===== src/rgbl_pkg.sv =====
// shared types, constants and helper functions for the rgb life cell updater
`default_nettype none
package rgbl_pkg;

  // field widths
  localparam int ROW_W     = 6;
  localparam int COL_W     = 6;
  localparam int SIZE_W    = 7;
  localparam int BYTE_W    = 8;
  localparam int RULE_W    = 18;
  localparam int HALF_W    = 9;
  localparam int CNT_W     = 4;
  localparam int CELL_W    = 3;
  localparam int CFG_IDX_W = 2;
  localparam int CFG_DAT_W = 18;

  // register indexes
  localparam logic [CFG_IDX_W-1:0] REG_RULE = 2'd0;
  localparam logic [CFG_IDX_W-1:0] REG_ROWS = 2'd1;
  localparam logic [CFG_IDX_W-1:0] REG_COLS = 2'd2;

  // operation codes
  localparam logic OP_LOAD = 1'b0;
  localparam logic OP_EVAL = 1'b1;

  // reset values and constants
  localparam logic [RULE_W-1:0] RULE_RESET = 18'h01808;
  localparam logic [SIZE_W-1:0] SIZE_RESET = 7'd64;
  localparam logic [BYTE_W-1:0] BYTE_ALIVE = 8'hFF;

  localparam int DEF_MAX_ROWS = 64;
  localparam int DEF_MAX_COLS = 64;

  // tag that travels with each grid read
  typedef struct packed {
    logic valid;
    logic centre;
    logic last;
  } tap_t;

  // size in use: zero reads as one, values above the cap saturate
  function automatic logic [SIZE_W-1:0] eff_size(input logic [SIZE_W-1:0] v, input int cap);
    logic [SIZE_W-1:0] res;
    res = v;
    if (v == '0) begin
      res = SIZE_W'(1);
    end else if (cap < (1 << SIZE_W) && int'(v) > cap) begin
      res = SIZE_W'(cap);
    end
    return res;
  endfunction

  // linear cell index in the grid store
  function automatic int cell_index(input logic [SIZE_W-1:0] r, input logic [SIZE_W-1:0] c,
                                    input int cols);
    return int'(r) * cols + int'(c);
  endfunction

  // next state from the survive or birth half of the rule
  function automatic logic next_alive(input logic [RULE_W-1:0] rule, input logic alive,
                                      input logic [CNT_W-1:0] cnt);
    logic [HALF_W-1:0] half;
    half = alive ? rule[RULE_W-1:HALF_W] : rule[HALF_W-1:0];
    return (cnt < CNT_W'(HALF_W)) ? half[cnt] : 1'b0;
  endfunction

endpackage
`default_nettype wire


===== src/rgbl_seq.sv =====
// walks the 3x3 window around a cell, one grid read per cycle
`default_nettype none
module rgbl_seq #(
  parameter int MAX_COLS = rgbl_pkg::DEF_MAX_COLS,
  parameter int AW       = 12
) (
  input  wire logic                        clk,
  input  wire logic                        rst,
  input  wire logic                        start,
  input  wire logic [rgbl_pkg::ROW_W-1:0]  row,
  input  wire logic [rgbl_pkg::COL_W-1:0]  column,
  input  wire logic [rgbl_pkg::SIZE_W-1:0] rows,
  input  wire logic [rgbl_pkg::SIZE_W-1:0] cols,
  output logic                             busy,
  output logic [AW-1:0]                    addr,
  output rgbl_pkg::tap_t                   tap
);
  import rgbl_pkg::*;

  logic [1:0] dr;
  logic [1:0] dc;
  logic [SIZE_W-1:0] nr;
  logic [SIZE_W-1:0] nc;
  logic [SIZE_W-1:0] r_ext;
  logic [SIZE_W-1:0] c_ext;
  logic last_step;

  assign r_ext = SIZE_W'(row);
  assign c_ext = SIZE_W'(column);
  assign last_step = (dr == 2'd2) && (dc == 2'd2);

  // wrapped neighbour row and column
  always_comb begin
    case (dr)
      2'd0:    nr = (r_ext == '0) ? rows - SIZE_W'(1) : r_ext - SIZE_W'(1);
      2'd2:    nr = (r_ext + SIZE_W'(1) == rows) ? '0 : r_ext + SIZE_W'(1);
      default: nr = r_ext;
    endcase
    case (dc)
      2'd0:    nc = (c_ext == '0) ? cols - SIZE_W'(1) : c_ext - SIZE_W'(1);
      2'd2:    nc = (c_ext + SIZE_W'(1) == cols) ? '0 : c_ext + SIZE_W'(1);
      default: nc = c_ext;
    endcase
  end

  assign addr = AW'(cell_index(nr, nc, MAX_COLS));

  // window step counters
  always_ff @(posedge clk) begin
    if (rst) begin
      busy <= 1'b0;
      dr   <= 2'd0;
      dc   <= 2'd0;
    end else if (start) begin
      busy <= 1'b1;
      dr   <= 2'd0;
      dc   <= 2'd0;
    end else if (busy) begin
      if (last_step) begin
        busy <= 1'b0;
      end
      if (dc == 2'd2) begin
        dc <= 2'd0;
        dr <= dr + 2'd1;
      end else begin
        dc <= dc + 2'd1;
      end
    end
  end

  // tag lines up with the registered read data
  always_ff @(posedge clk) begin
    if (rst) begin
      tap <= '0;
    end else begin
      tap.valid  <= busy && !start;
      tap.centre <= (dr == 2'd1) && (dc == 2'd1);
      tap.last   <= last_step;
    end
  end
endmodule
`default_nettype wire


===== config.mk =====
export PLATFORM = sky130hd
export DESIGN_NAME = rgbl_seq
export DESIGN_NICKNAME = d
export VERILOG_FILES = /design/src/rgbl_pkg.sv /design/src/rgbl_seq.sv
export SDC_FILE = /design/constraint.sdc
export NUM_CORES = 1
export LEC_CHECK = 0
export ABC_AREA = 1
export CORE_ASPECT_RATIO = 0.5
export CORE_MARGIN = 2
export CORE_UTILIZATION = 45
export CTS_BUF_LIST = sky130_fd_sc_hd__clkbuf_4
export DETAILED_ROUTE_END_ITERATION = 10
export DONT_BUFFER_PORTS = 1
export PLACE_DENSITY = 0.61
export SYNTH_ARGS = -nofsm -noshare
export SYNTH_HDL_FRONTEND = slang
export SYNTH_SLANG_ARGS = --single-unit

===== constraint.sdc =====
create_clock -name clk -period 4.6 [get_ports clk]
set_input_delay 1.15 -clock clk [delete_from_list [all_inputs] [get_ports clk]]
set_output_delay 1.15 -clock clk [all_outputs]
set_load 0.01 [all_outputs]

== Word-level counts from Yosys, hierarchy flattened ==
Index checks and enable logic that the tools add are counted.

* Add/sub/neg operators: 9
* $mul: 0
* Div/mod/pow operators: 0
* Order comparisons: 0
* Eq/ne operators: 6
* Shift-type cells: 0
* Multiplexer cells: 10
* Bitwise gates (word level): 0
* Reductions and logical operators: 10

{| class="wikitable"
|+ Operators by type and width
! cell !! count
|-
| $add 6x1->7 const B || 2
|-
| $eq 7x7->1 || 2
|-
| $logic_not 7->1 || 2
|-
| $mux 7 || 2
|-
| $pmux 7 s2 || 1
|-
| $add 12x7->12 || 1
|-
| $mux 6 || 2
|-
| $pmux 6 s2 || 1
|-
| $sub 6x1->6 const B || 2
|-
| $sub 6x1->7 const B || 1
|-
| $sub 7x1->7 const B || 1
|-
| $add 2x1->2 const B || 2
|-
| $eq 2x1->1 const B || 2
|-
| $eq 2x2->1 const B || 2
|-
| $logic_not 2->1 || 2
|-
| $logic_and 1x1->1 || 3
|-
| $mux 1 || 3
|-
| $mux 2 || 1
|-
| $reduce_and 2->1 || 1
|-
| $reduce_or 2->1 || 1
|-
| $logic_not 1->1 || 1
|}

* Bits in registers: 8
* Bits in latches: 0
* Memory bits (writable): 0
* ROM bits: 0
* Input port bits: 29
* Output and inout port bits: 16
* Word-level logic and storage cells: 41
* Memories kept: 0

== Longest topological paths before layout ==
* Word-level depth: 5
* Mapped depth: 21
* Depth with buffers taken out: 21

== Worst setup path after synthesis ==
Ideal clock, no wire load.

* Path type: input-to-output
* Start: input port column[0] (netlist name)
* End: output port addr[10]
* Data arrival time: 3262 ps
* Setup slack: 188 ps
* Stages on the path: 19
* Cells stage by stage: inv_1 ha_1 nand3_2 nor3_4 inv_2 o21ai_1 ha_1 nand3_1 inv_1 nand3_1 o21ai_0 nand2_1 o21ai_0 ha_1 ha_1 nand3_1 inv_1 nand3_1 nand2_1

* Cells in the longest elaborated chain, start to end: 5

{| class="wikitable"
|+ RTL lines
! item !! RTL line !! RTL
|-
| start: declaration || rgbl_seq.sv:11 || <nowiki>input wire logic [rgbl_pkg::COL_W-1:0] column,</nowiki>
|-
| $add 6x1->7 || rgbl_seq.sv:41 || <nowiki>2'd2: nc = (c_ext + SIZE_W'(1) == cols) ? '0 : c_ext + SIZE_W'(1);</nowiki>
|-
| $eq 7x7->1 || rgbl_seq.sv:41 ||
|-
| $mux 7 || rgbl_seq.sv:41 ||
|-
| $pmux 7 s2 * || rgbl_seq.sv:39 || <nowiki>case (dc)</nowiki>
|-
| $add 12x7->12 * || rgbl_pkg.sv:56 || <nowiki>return int'(r) * cols + int'(c);</nowiki>
|-
| end: declaration || rgbl_seq.sv:15 || <nowiki>output logic [AW-1:0] addr,</nowiki>
|}

Mark *: on every way between the ends. The rest lies on a longest branch, timed or not.

== Worst setup path in the final report ==
* Start: input port column[1] (netlist name)
* End: output port addr[10]

The elaborated chain is that of the path after synthesis.

==> flow_summary.toml <==
[timing]
clock.fmax_mhz = 225
finalSetupViolations = 0
tightest_slew_ns = 0.460
finalCritPeriodShare = 0.968
hold_viol = 0
finalMaxSlewViolations = 0
finalWorstSetupSlack_ns = 0.147
tns_ns = 0
slew_headroom = 0.693
fin_crit_ns = 4.45
final.setup_skew_ns = 0.0107
whs_ns = 0.509

[floorplanning]
core_um2 = 3380
fp.dieArea_um2 = 4000
io_pins = 45
fp-row-count = 15
dieWidth_um = 87.4
initial_core_util = 0.464
dieHeight_um = 45.7

[yosys]
netlist_area_um2 = 1570
ys_async_sr_fraction = 0
synth-main-ff-cell = "dfxtp_1"
synthXorXnorAreaFrac = 0.0671
synth.most_common_cell = "nand2_1"
yosysSeqAreaShare = 0.102
synth_top_family_by_area = "simple AND/OR/NAND/NOR gates"
synth_cell_types = 34
yosys-mux-area-fraction = 0
yosys_warnings = 0
synthAdderAreaFrac = 0.0879
synth.top_cell.area_share = 0.168
yosys-top-cells-area = "nand2_1 (17%), dfxtp_1 (10%), inv_1 (9.8%), nand3_1 (9.6%), ha_1 (8.8%)"
syn-instance-count = 274
ys_top_cells_by_count = "nand2_1 (70), inv_1 (41), nand3_1 (30)"
synth_compound_gate_area_share = 0.122
synthSimpleGateAreaFrac = 0.512
syn_area_per_cell_um2 = 5.72
syn_nets = 314
synth-edff-count = 0
synth_top_cell_by_area = "nand2_1"
synth_seq_cells = 8

[clock_tree]
clock-sinks = 8
htreeDepth = 1
numCtsBuffers = 3
cts.path.max_buffers = 2
root_buffer = "clkbuf_4"
path_clk_slew_ns = 0.05
cts_tree = "yes"
clk_latency_ns = 0.26

[finish]
stdcell_area_um2 = 1800
multi_input_area_um2 = 1340
num_antenna_cells = 0
final_cells = 325
fin_util = 0.534
fillers = 370
fin_nets = 325
drive_above_1_share = 0.208
areaGrowthSynthToFinish_pct = 15.1
regArea_um2 = 160

[drt]
routed_wirelength_um = 4220
vias = 1750
drtPass1Iterations = 4
route.detailed.drc = 0
detail-route-antenna-nets = 0
viasPerCell = 5.38
wl_per_cell_um = 13.0
drtIter0Drc = 80

[grt]
grt_use_total = 0.206
grt_pass1_wl_um = 6490
grt_overflow = 0
grt_max_degree = 11
antenna_found_initial = 0
grt_pass1_vias = 1460

[hold_path]
worstHoldStart = "dr[1]"
hp-class = "reg2reg"

[pwr]
p_leak_nw = 0.852
total_power_uw = 243
power_density_nw_per_um2 = 135
worst_ir_drop_vdd_v = 0.000144

[place]
dpl_cell_area_um2 = 1630
post-place-cells = 317
place_ws_ns = -0.0327
dp_hpwl_um = 3310
portBuffers = 0
gp_congestion = 0.866

[setup_path]
worstSetupPathType = "in2out"
crit_arrival_ns = 3.30
end_kind = "primary output"
crit_chain = "clkinvlp_4 -> ha_4 -> nand3_4 -> nor3_4 -> inv_2 -> o21ai_4 -> ha_4 -> nand3_4 -> inv_2 -> nand3_2 -> o21ai_2 -> nand2_1 -> o21ai_2 -> ha_2 -> ha_4 -> nand3_2 -> o21bai_1 -> nand2_2"
r2r_start = "dc[0]"
crit_path_frequent_cell = "ha_4"
cpMaxStageDelayCell = "ha_2"
cp_max_fo = 4
required_ns = 3.45
critPathLaunchType = "input pin"
critPathMaxStageDelay_ns = 0.23
crit_path_start = "column[1]"

[flow_run]
max_cap_viol_count = 0

[outcome]
status = "complete, no violations"
logic make-up after synthesis:
group,after synthesis
simple gates,165
buf+inv,45
compound gates,33
xor+xnor,12
fa+ha+maj,11
flops,8
critical path: cells and delay by family:
| kind | cells | cell delay, ns |
|---|---|---|
| and+or+nand+nor | 7 | 0.64 |
| adders and majority gates | 4 | 0.69 |
| buffers and inverters | 3 | 0.23 |
| AOI/OAI and AO/OA | 4 | 0.58 |
routing by layer:
layer | GRT usage | routed length (um)
met3 | 0.0543 | 269
met4 | 0.0277 | 15
met2 | 0.353 | 2110
met5 | 0 | 0
met1 | 0.271 | 1820
cell usage in the layout, fill, tap and decap left out, drive strengths merged:
cell type,Yosys,final
o21ai,13,13
nand4,7,7
nand3b,2,2
xor2,10,10
o211ai,2,2
inv,43,42
a31oi,3,3
nor2,34,34
o21bai,1,1
nor3b,1,1
ha,11,11
o2bb2ai,1,1
nor3,3,3
clkinvlp,0,1
nand3,34,34
clkbuf,1,3
o22ai,1,1
a21oi,11,11
nand2,81,81
dfxtp,8,8
or2,3,3
xnor2,2,2
a22oi,1,1
buf,1,8
layout make-up:
| cell class | instances | area share |
|---|---|---|
| Multi-Input combinational cell | 221 | 0.743 |
| Inverter | 43 | 0.0916 |
| Sequential cell | 8 | 0.0888 |
| Timing Repair Buffer | 8 | 0.0354 |
| Tap cell | 42 | 0.0291 |
| Clock buffer | 3 | 0.0125 |
final timing paths:
path                                  to  slack (ns)  depth (start not counted)
worst max-delay path            addr[10]        0.15                         18
worst min-delay path               dr[1]        0.51                          2
worst max register to register      busy        3.22                          4
worst min register to register     dr[1]        0.51                          2
what timing repair did:
item                                    in CTS  in global routing
setup buffers                                0                  5
endpoints found under the setup margin       1                  4
hold buffers                                 0                  0
resized for setup                            1                 24
pin swaps                                    0                 10
registers in the layout (all words and copies together), names as in the netlist:
signal	flops
busy	1
dc	2
dr	2
tap	3
where the power goes:
group / switching, mW / leakage (nW) / internal, mW
registers: 0.00315 / 0.0651 / 0.0712
logic: 0.0716 / 0.773 / 0.0429
clock network: 0.0242 / 0.0138 / 0.0299
total: 0.0989 / 0.852 / 0.144
Note: power is estimated with default switching activity, not from simulation.
