[config.mk]
export PLATFORM = sky130hd
export DESIGN_NAME = rgbl_acc
export DESIGN_NICKNAME = d
export VERILOG_FILES = /design/src/rgbl_pkg.sv /design/src/rgbl_acc.sv
export SDC_FILE = /design/constraint.sdc
export NUM_CORES = 1
export LEC_CHECK = 0
export ABC_AREA = 1
export BUFFER_PORTS_ARGS = -buffer_cell sky130_fd_sc_hd__buf_4
export CORE_MARGIN = 2
export CORE_UTILIZATION = 45
export DETAILED_ROUTE_END_ITERATION = 6
export GPL_TIMING_DRIVEN = 0
export PLACE_DENSITY = 0.72
export SYNTH_ARGS = -nofsm -noshare
export SYNTH_HDL_FRONTEND = slang
export SYNTH_SLANG_ARGS = --single-unit
[constraint.sdc]
create_clock -name clk -period 1.8 [get_ports clk]
set_clock_uncertainty 0.2 [all_clocks]
set_input_delay 0.18 -clock clk [delete_from_list [all_inputs] [get_ports clk]]
set_output_delay 0.18 -clock clk [all_outputs]
set_load 0.005 [all_outputs]
[src/rgbl_pkg.sv]
// shared types, constants and helper functions for the rgb life cell updater
`default_nettype none
package rgbl_pkg;

  // field widths
  localparam int ROW_W     = 6;
  localparam int COL_W     = 6;
  localparam int SIZE_W    = 7;
  localparam int BYTE_W    = 8;
  localparam int RULE_W    = 18;
  localparam int HALF_W    = 9;
  localparam int CNT_W     = 4;
  localparam int CELL_W    = 3;
  localparam int CFG_IDX_W = 2;
  localparam int CFG_DAT_W = 18;

  // register indexes
  localparam logic [CFG_IDX_W-1:0] REG_RULE = 2'd0;
  localparam logic [CFG_IDX_W-1:0] REG_ROWS = 2'd1;
  localparam logic [CFG_IDX_W-1:0] REG_COLS = 2'd2;

  // operation codes
  localparam logic OP_LOAD = 1'b0;
  localparam logic OP_EVAL = 1'b1;

  // reset values and constants
  localparam logic [RULE_W-1:0] RULE_RESET = 18'h01808;
  localparam logic [SIZE_W-1:0] SIZE_RESET = 7'd64;
  localparam logic [BYTE_W-1:0] BYTE_ALIVE = 8'hFF;

  localparam int DEF_MAX_ROWS = 64;
  localparam int DEF_MAX_COLS = 64;

  // tag that travels with each grid read
  typedef struct packed {
    logic valid;
    logic centre;
    logic last;
  } tap_t;

  // size in use: zero reads as one, values above the cap saturate
  function automatic logic [SIZE_W-1:0] eff_size(input logic [SIZE_W-1:0] v, input int cap);
    logic [SIZE_W-1:0] res;
    res = v;
    if (v == '0) begin
      res = SIZE_W'(1);
    end else if (cap < (1 << SIZE_W) && int'(v) > cap) begin
      res = SIZE_W'(cap);
    end
    return res;
  endfunction

  // linear cell index in the grid store
  function automatic int cell_index(input logic [SIZE_W-1:0] r, input logic [SIZE_W-1:0] c,
                                    input int cols);
    return int'(r) * cols + int'(c);
  endfunction

  // next state from the survive or birth half of the rule
  function automatic logic next_alive(input logic [RULE_W-1:0] rule, input logic alive,
                                      input logic [CNT_W-1:0] cnt);
    logic [HALF_W-1:0] half;
    half = alive ? rule[RULE_W-1:HALF_W] : rule[HALF_W-1:0];
    return (cnt < CNT_W'(HALF_W)) ? half[cnt] : 1'b0;
  endfunction

endpackage
`default_nettype wire

[src/rgbl_acc.sv]
// per-channel neighbour counters and rule lookup
`default_nettype none
module rgbl_acc (
  input  wire logic                        clk,
  input  wire logic                        rst,
  input  wire logic                        clear,
  input  wire rgbl_pkg::tap_t              tap,
  input  wire logic [rgbl_pkg::CELL_W-1:0] rdata,
  input  wire logic [rgbl_pkg::RULE_W-1:0] rule,
  output logic                             done,
  output logic [rgbl_pkg::CELL_W-1:0]      next_bits
);
  import rgbl_pkg::*;

  logic [CNT_W-1:0]  cnt [CELL_W];
  logic [CELL_W-1:0] centre;

  // accumulate one neighbour per cycle, keep the centre aside
  always_ff @(posedge clk) begin
    if (clear) begin
      for (int ch = 0; ch < CELL_W; ch++) begin
        cnt[ch] <= '0;
      end
      centre <= '0;
    end else if (tap.valid) begin
      if (tap.centre) begin
        centre <= rdata;
      end else begin
        for (int ch = 0; ch < CELL_W; ch++) begin
          cnt[ch] <= cnt[ch] + CNT_W'(rdata[ch]);
        end
      end
    end
  end

  // done once the last tap is in
  always_ff @(posedge clk) begin
    if (rst) begin
      done <= 1'b0;
    end else begin
      done <= tap.valid && tap.last && !clear;
    end
  end

  // rule lookup per channel
  always_comb begin
    for (int ch = 0; ch < CELL_W; ch++) begin
      next_bits[ch] = next_alive(rule, centre[ch], cnt[ch]);
    end
  end
endmodule
`default_nettype wire

-- Word-level counts from Yosys, hierarchy flattened
Memory sizes are Yosys's and may differ from the RTL's.
Cells that the tools add are included.
- $add $sub $neg: 3
- $mul: 0
- div/mod/pow operators: 0
- magnitude comparators: 6
- eq/ne operators: 0
- shift operators: 0
- muxes and demuxes: 21
- bitwise gates (word level): 3
- reductions and logical operators: 4
- operators by type and width (cell ; number):
    9-bit 2-to-1 mux ; 3
    4-bit by 5-bit less-than comparator with 1-bit output (second input constant) ; 3
    4-bit by 1-bit adder with 4-bit output ; 3
    1-bit binary-select mux with 4-bit select ; 3
    4-bit less-than comparator (second input constant) ; 3
    1-bit 2-to-1 mux ; 12
    4-bit 2-to-1 mux ; 3
    1-bit bitwise OR ; 3
    1-bit logical AND ; 2
    2-bit AND reduction ; 1
    1-bit zero test ; 1
- bits in registers: 4
- bits in latches: 0
- bits in writable memories: 12
- ROM bits: 0
- input port bits: 27
- output and inout port bits: 4
- memories: 1
- memory list (name ; words ; bits a word ; read ports ; clocked after memory_dff ; write ports ; line ; RTL):
    cnt ; 3 ; 4 ; 3 ; 0 ; 3 ; rgbl_acc.sv:15 ; logic [CNT_W-1:0] cnt [CELL_W];

-- Logic depth before layout (Yosys ltp)
Gate-level depths: netlist (run 1).
- word-level depth: 5
- gate-level depth with buffers: 9
- mapped depth without buffers: 8

-- Worst setup path after synthesis (run 1)
OpenSTA, ideal clock, no wires.
- path type: input to register
- start: input tap[2] (netlist bit)
- end: memory cnt[0][0] (enable)
- library setup time: 0.398 ns
- arrival: 1.104 ns
- data required time: 1.202 ns
- setup slack: 0.098 ns
- stages: 2
- buffers on the path: 0
- cells stage by stage: inv_2 -> o21ai_0
- RTL lines (what ; line ; RTL):
    start: declaration ; rgbl_acc.sv:7 ; input wire rgbl_pkg::tap_t tap,
    end: declaration ; rgbl_acc.sv:15 ;

==> results of run 1 <==
==> power groups by stage <==
stage / registers (mW) / logic [mW] / clock network, mW
2_1_floorplan: 0.448 / 0.182 / 0
3_3_place_gp: 0.453 / 0.283 / 0
3_5_place_dp: 0.454 / 0.289 / 0
4_1_cts: 0.443 / 0.312 / 0.185
5_1_grt: 0.448 / 0.376 / 0.203
6_report: 0.444 / 0.331 / 0.180
==> cell usage after synthesis <==
cell / instances / area, um^2
inv_6: 2 / 17.52
xnor2_1: 3 / 26.28
a21oi_1: 7 / 35.03
a31oi_1: 2 / 12.51
nand3b_1: 3 / 22.52
o21ai_0: 6 / 30.03
nand2_1: 67 / 251.5
nand2_2: 1 / 6.260
dfxtp_1: 4 / 80.08
inv_2: 2 / 7.510
ha_1: 6 / 75.07
nand3_1: 30 / 150.1
nor2_2: 1 / 6.260
o21a_1: 3 / 22.52
a21oi_2: 2 / 17.52
edfxtp_1: 12 / 360.4
buf_6: 4 / 45.04
nor2_1: 24 / 90.09
inv_1: 29 / 108.9
o211ai_1: 2 / 15.01
nor3_1: 2 / 10.01
==> what timing repair did <==
| action | 4_1_cts | 5_1_grt |
|---|---|---|
| hold buffers | 4 | 0 |
| endpoints found under the hold margin | 3 | 0 |
| setup endpoints to repair | 3 | 5 |
| gates resized for setup | 3 | 21 |
| gates cloned | 0 | 1 |
| buffers inserted | 5 | 1 |
| pin swaps | 0 | 21 |
==> kinds of logic after synthesis <==
group                    count (synthesis)  synth area share [%]
AO/OA/AOI/OAI                           22                 9.540
XOR/XNOR                                 3                 1.891
adder cells (fa/ha/maj)                  6                 5.400
buffers and inverters                   37                 12.87
flip-flops                              16                 31.68
AND/OR/NAND/NOR                        128                 38.61
==> final timing paths <==
check | slack [ps] | end | startpoint
max reg2reg | 30 | cnt[0][10] | cnt[0][8]
min reg2reg | 340 | centre[1] | centre[1]
min | 8 | centre[0] | rdata[0]
max | -50 | next_bits[0] | cnt[0][0]
==> through the flow <==
step                util [%]  cell area [um^2]  TNS [ps]
floorplan                  -              1390         0
global placement       55.17              1657     -4993
detailed placement     55.42              1664         0
CTS                    58.88              1768    -20.69
global route           61.63              1851    -303.3
finish                 61.63              1851    -47.45
==> layer usage <==
| metal | wire, um | global-route usage (%) | vias to the layer above |
|---|---|---|---|
| met5 | 0 | 0 | - |
| met4 | 19 | 5.714 | 0 |
| met3 | 179 | 1.965 | 2 |
| met2 | 1671 | 33.91 | 42 |
| met1 | 1508 | 27.04 | 630 |
| li1 | - | - | 777 |
==> critical path: stages (launching register included) <==
cell and delay, ps:
edfxtp_1 470, inv_2 130, nand3_1 80, nand2_1 80, nand2_1 50, nand3_1 80, nor2_1 50, nor2_1 120
buf_4 130
==> cell type report <==
type | instances | area [um^2] | area share, %
Buffer | 4 | 45.04 | 2.434
Tap cell | 33 | 41.29 | 2.231
Clock buffer | 3 | 22.52 | 1.217
Multi-Input combinational cell | 159 | 825.8 | 44.62
Inverter | 33 | 138.9 | 7.505
Timing Repair Buffer | 42 | 332.8 | 17.99
Sequential cell | 16 | 444.2 | 24.00
==> sequential cells by signal, summed over array words and instances (netlist names) <==
register / count
cnt: 12
centre: 3
done: 1
==> results.json, run 1 <==
{
  "status": "finished, violations left",
  "failed_checks": "setup timing",
  "clk_path_buf_depth": 2,
  "finalPower_uw": 955.5,
  "drc_errors": 0,
  "power_frac_clock_pct": 18.8,
  "synth.avg_cell_area_um2": 6.557,
  "synth_nets": 245,
  "viasPerCell": 5.003,
  "critPathCaptureType": "primary output",
  "clockRootBuffer": "clkbuf_4",
  "wl_per_cell_um": 11.64,
  "p_int_uw": 658.5,
  "first_pass_iters": 4,
  "ir_drop_mv": 0.3489,
  "layout_commonest_cell": "nand2_1",
  "synthDistinctLibCells": 21,
  "power.switching_uw": 297.1,
  "initial_core_util_pct": 46.29,
  "fill_cells": 288,
  "grt_pass1_vias": 1226,
  "cp.arrival_ps": 1470,
  "grt_pass1_wl_mm": 5.423,
  "clk_latency_ps": 280,
  "path_clk_slew_ps": 80,
  "switching_share_pct": 31.09,
  "leakage_nw": 0.9193,
  "reg2reg_depth": 6,
  "via_count": 1451,
  "core_area_um2": 3003,
  "die_h_um": 59.58,
  "hold_path_depth": 3,
  "power_frac_comb_pct": 34.7,
  "stdcell_count": 290,
  "rows": 20,
  "min_period_over_period_pct": 102.6,
  "syn_to_final_growth_pct": 33.12,
  "synth_seq_area_share_pct": 31.68,
  "antenna_cells": 0,
  "die_w_um": 59.58,
  "drv_cap": 0,
  "maxSlewViolCount": 0,
  "dpl_worst_slack_ps": 194.9,
  "layout_setup_ws_ps": -47.45,
  "synth.cell_area_um2": 1390,
  "antenna_left": 0,
  "cts_sinks": 16,
  "max_freq_mhz": 541.3,
  "seqPwrFrac_pct": 46.5,
  "io_buffers": 30,
  "tritoncts": "built",
  "relSlewSlack_pct": 69.84,
  "layout-drive-gt1-share_pct": 27.24,
  "final_cell_mix": "63 x nand2_1, 36 x buf_4, 26 x inv_1, 26 x nand3_1, 22 x nor2_1",
  "gr-total-overflow": 0,
  "min_period_ps": 1847,
  "htreeDepth": 1,
  "antenna_found_initial": 0,
  "hold_viol": 0,
  "ys_ff_latch": 16,
  "grt_max_degree": 11,
  "holdWs_ps": 8.221,
  "dieArea_um2": 3550,
  "hold_path_class": "in2reg",
  "cts_buffers": 3,
  "gp_congestion": 0.8310,
  "syn_inst": 212,
  "track_usage_pct": 20.01,
  "finalWirelength_mm": 3.377,
  "drt_iter0_markers": 98,
  "crit_fanout": 5,
  "nets": 292,
  "yosys_warnings": 0,
  "dp.cells": 276,
  "setup_violations": 1,
  "required_ps": 1420,
  "dp_hpwl_mm": 2.550,
  "pin_count": 31,
  "rsz0062_at_grt": "yes",
  "start_kind": "flop",
  "cellPowerDensity_nw_per_um2": 516.4,
  "path_class": "reg2out",
  "worst_pin_slew_ps": 449.3
}
(Power assumes the default switching activity.)
==> run 2, diff against run 1 <==
--- a/config.mk
+++ b/config.mk
@@ -9,9 +9,10 @@
 export BUFFER_PORTS_ARGS = -buffer_cell sky130_fd_sc_hd__buf_4
 export CORE_MARGIN = 2
 export CORE_UTILIZATION = 45
+export CTS_BUF_LIST = sky130_fd_sc_hd__clkbuf_8 sky130_fd_sc_hd__clkbuf_16
 export DETAILED_ROUTE_END_ITERATION = 6
 export GPL_TIMING_DRIVEN = 0
-export PLACE_DENSITY = 0.72
+export PLACE_DENSITY = 0.68
 export SYNTH_ARGS = -nofsm -noshare
 export SYNTH_HDL_FRONTEND = slang
 export SYNTH_SLANG_ARGS = --single-unit
==> results.json, run 2 (synthesis results as in run 1) <==
{
  "cellPowerDensity_nw_per_um2": 566.2,
  "antenna_found_initial": 0,
  "start_kind": "flop",
  "track_usage_pct": 20.47,
  "cp_slowest_cell": "edfxtp_1",
  "leakage_nw": 0.9227,
  "first_pass_iters": 4,
  "power.switching_uw": 309.4,
  "top_register": "cnt",
  "fill_cells": 293,
  "min_period_ps": 1783,
  "tritoncts": "built",
  "hold_path_class": "in2reg",
  "ir_drop_mv": 0.4829,
  "holdWs_ps": 28.55,
  "grt_max_degree": 11,
  "finalPower_mw": 1.034,
  "critPathCaptureType": "primary output",
  "core_area_um2": 3003,
  "slowest_delay_ps": 440,
  "seqPwrFrac_pct": 43.1,
  "final_cell_mix": "65 x nand2_1, 33 x buf_4, 26 x inv_1",
  "nets": 289,
  "rows": 20,
  "min_period_over_period_pct": 99.03,
  "worst_pin_slew_ps": 430.5,
  "grt_pass1_vias": 1291,
  "grt_pass1_wl_mm": 5.464,
  "clockRootBuffer": "clkbuf_8",
  "met2_usage_pct": 35.64,
  "setup_violations": 0,
  "drc_errors": 0,
  "grt_util_met1_pct": 25.99,
  "via_count": 1455,
  "met3_usage_pct": 2.183,
  "hold_viol": 0,
  "htreeDepth": 1,
  "layout-drive-gt1-share_pct": 25.98,
  "gp_congestion": 0.8648,
  "path_clk_slew_ps": 60,
  "pin_count": 31,
  "viasPerCell": 5.070,
  "top_usage_layer": "met2",
  "final_cell_area_um2": 1826,
  "drt_iter0_markers": 93,
  "drv_cap": 0,
  "maxSlewViolCount": 0,
  "required_ps": 1420,
  "rsz0062_at_grt": "yes",
  "path_class": "reg2out",
  "relSlewSlack_pct": 71.11,
  "dieArea_um2": 3550,
  "initial_core_util_pct": 46.29,
  "p_int_uw": 724.2,
  "die_h_um": 59.58,
  "power_frac_comb_pct": 31.5,
  "clk_latency_ps": 250,
  "switching_share_pct": 29.93,
  "cts_buffers": 3,
  "antenna_cells": 0,
  "wl_per_cell_um": 12.01,
  "syn_to_final_growth_pct": 31.32,
  "antenna_left": 0,
  "finalWirelength_mm": 3.447,
  "gr-total-overflow": 0,
  "reg_top3": "cnt (12), centre (3), done (1)",
  "crit_chain": "buf_6 > nand3_2 > nand2_2 > nand2_2 > nand3_2 > nor2_2 > nor2_1 > buf_4",
  "postPlaceCellArea_um2": 1664,
  "largest_register_ffs": 12,
  "cts_sinks": 16,
  "layout_commonest_cell": "nand2_1",
  "crit_fanout": 5,
  "power_frac_clock_pct": 25.5,
  "die_w_um": 59.58,
  "dp_hpwl_mm": 2.600,
  "io_buffers": 30,
  "max_freq_mhz": 561.0,
  "cp.arrival_ps": 1400,
  "status": "complete, no violations",
  "clk_path_buf_depth": 2
}
run 2: changes by cell type in the layout (fill, tap and decap cells not counted), sizes merged:
cell / delta
buf: -1
dlygate4sd3: -2
run 2: critical path: cells and delay by family (launching register included):
family	cells	cell delay, ps
AND/OR/NAND/NOR	6	420
flip-flops	1	440
buffers and inverters	2	300
run 2: metal layers:
metal,wire length (um),share of wire [%]
met1,1561,45
met2,1636,47
met3,180,5.2
met4,68,2.0
met5,0,0
run 2: path summary, 6_finish.rpt:
| check | startpoint | end | slack, ps | cells after the start |
|---|---|---|---|---|
| hold reg to reg | centre[1] | centre[1] | 380 | 2 |
| setup / recovery | cnt[0][0] | next_bits[0] | 20 | 8 |
| hold / removal | rdata[1] | centre[1] | 30 | 3 |
| setup reg to reg | cnt[0][8] | cnt[0][10] | 170 | 5 |
run 2: area by class of cell:
type	count	area, um^2	area share, %
multi-input cells	159	813.3	44.55
flip-flops and latches	16	441.7	24.19
repair buffers	39	306.5	16.79
inverters	33	136.4	7.471
plain buffers	4	45.04	2.467
clock buffers	3	41.29	2.262
well taps	33	41.29	2.262
run 2: power groups by stage:
| stage | registers [mW] | logic (mW) | clock network [mW] |
|---|---|---|---|
| global route | 0.448 | 0.369 | 0.278 |
| CTS | 0.442 | 0.308 | 0.267 |
| detailed placement | 0.454 | 0.290 | 0 |
| global placement | 0.454 | 0.285 | 0 |
| floorplan | 0.448 | 0.182 | 0 |
| finish | 0.445 | 0.325 | 0.263 |
run 2: repair_timing:
action                                 4_1_cts  5_1_grt
setup buffers                                4        1
endpoints found under the hold margin        1        0
gates cloned                                 0        1
gates resized for setup                      0       18
setup endpoints to repair                    3        3
hold buffers                                 2        0
pin swaps                                    0       11
run 2: stage by stage:
| step | TNS, ps | setup slack, ps | std cells | util [%] |
|---|---|---|---|---|
| global placement | -5354 | -446.3 | 275 | 55.17 |
| global route | -170.5 | -97.49 | 287 | 60.79 |
| CTS | 0 | 14.87 | 285 | 58.46 |
| finish | 0 | 17.50 | 287 | 60.79 |
| detailed placement | 0 | 169.8 | 276 | 55.42 |
| floorplan | 0 | 98.28 | 212 | - |
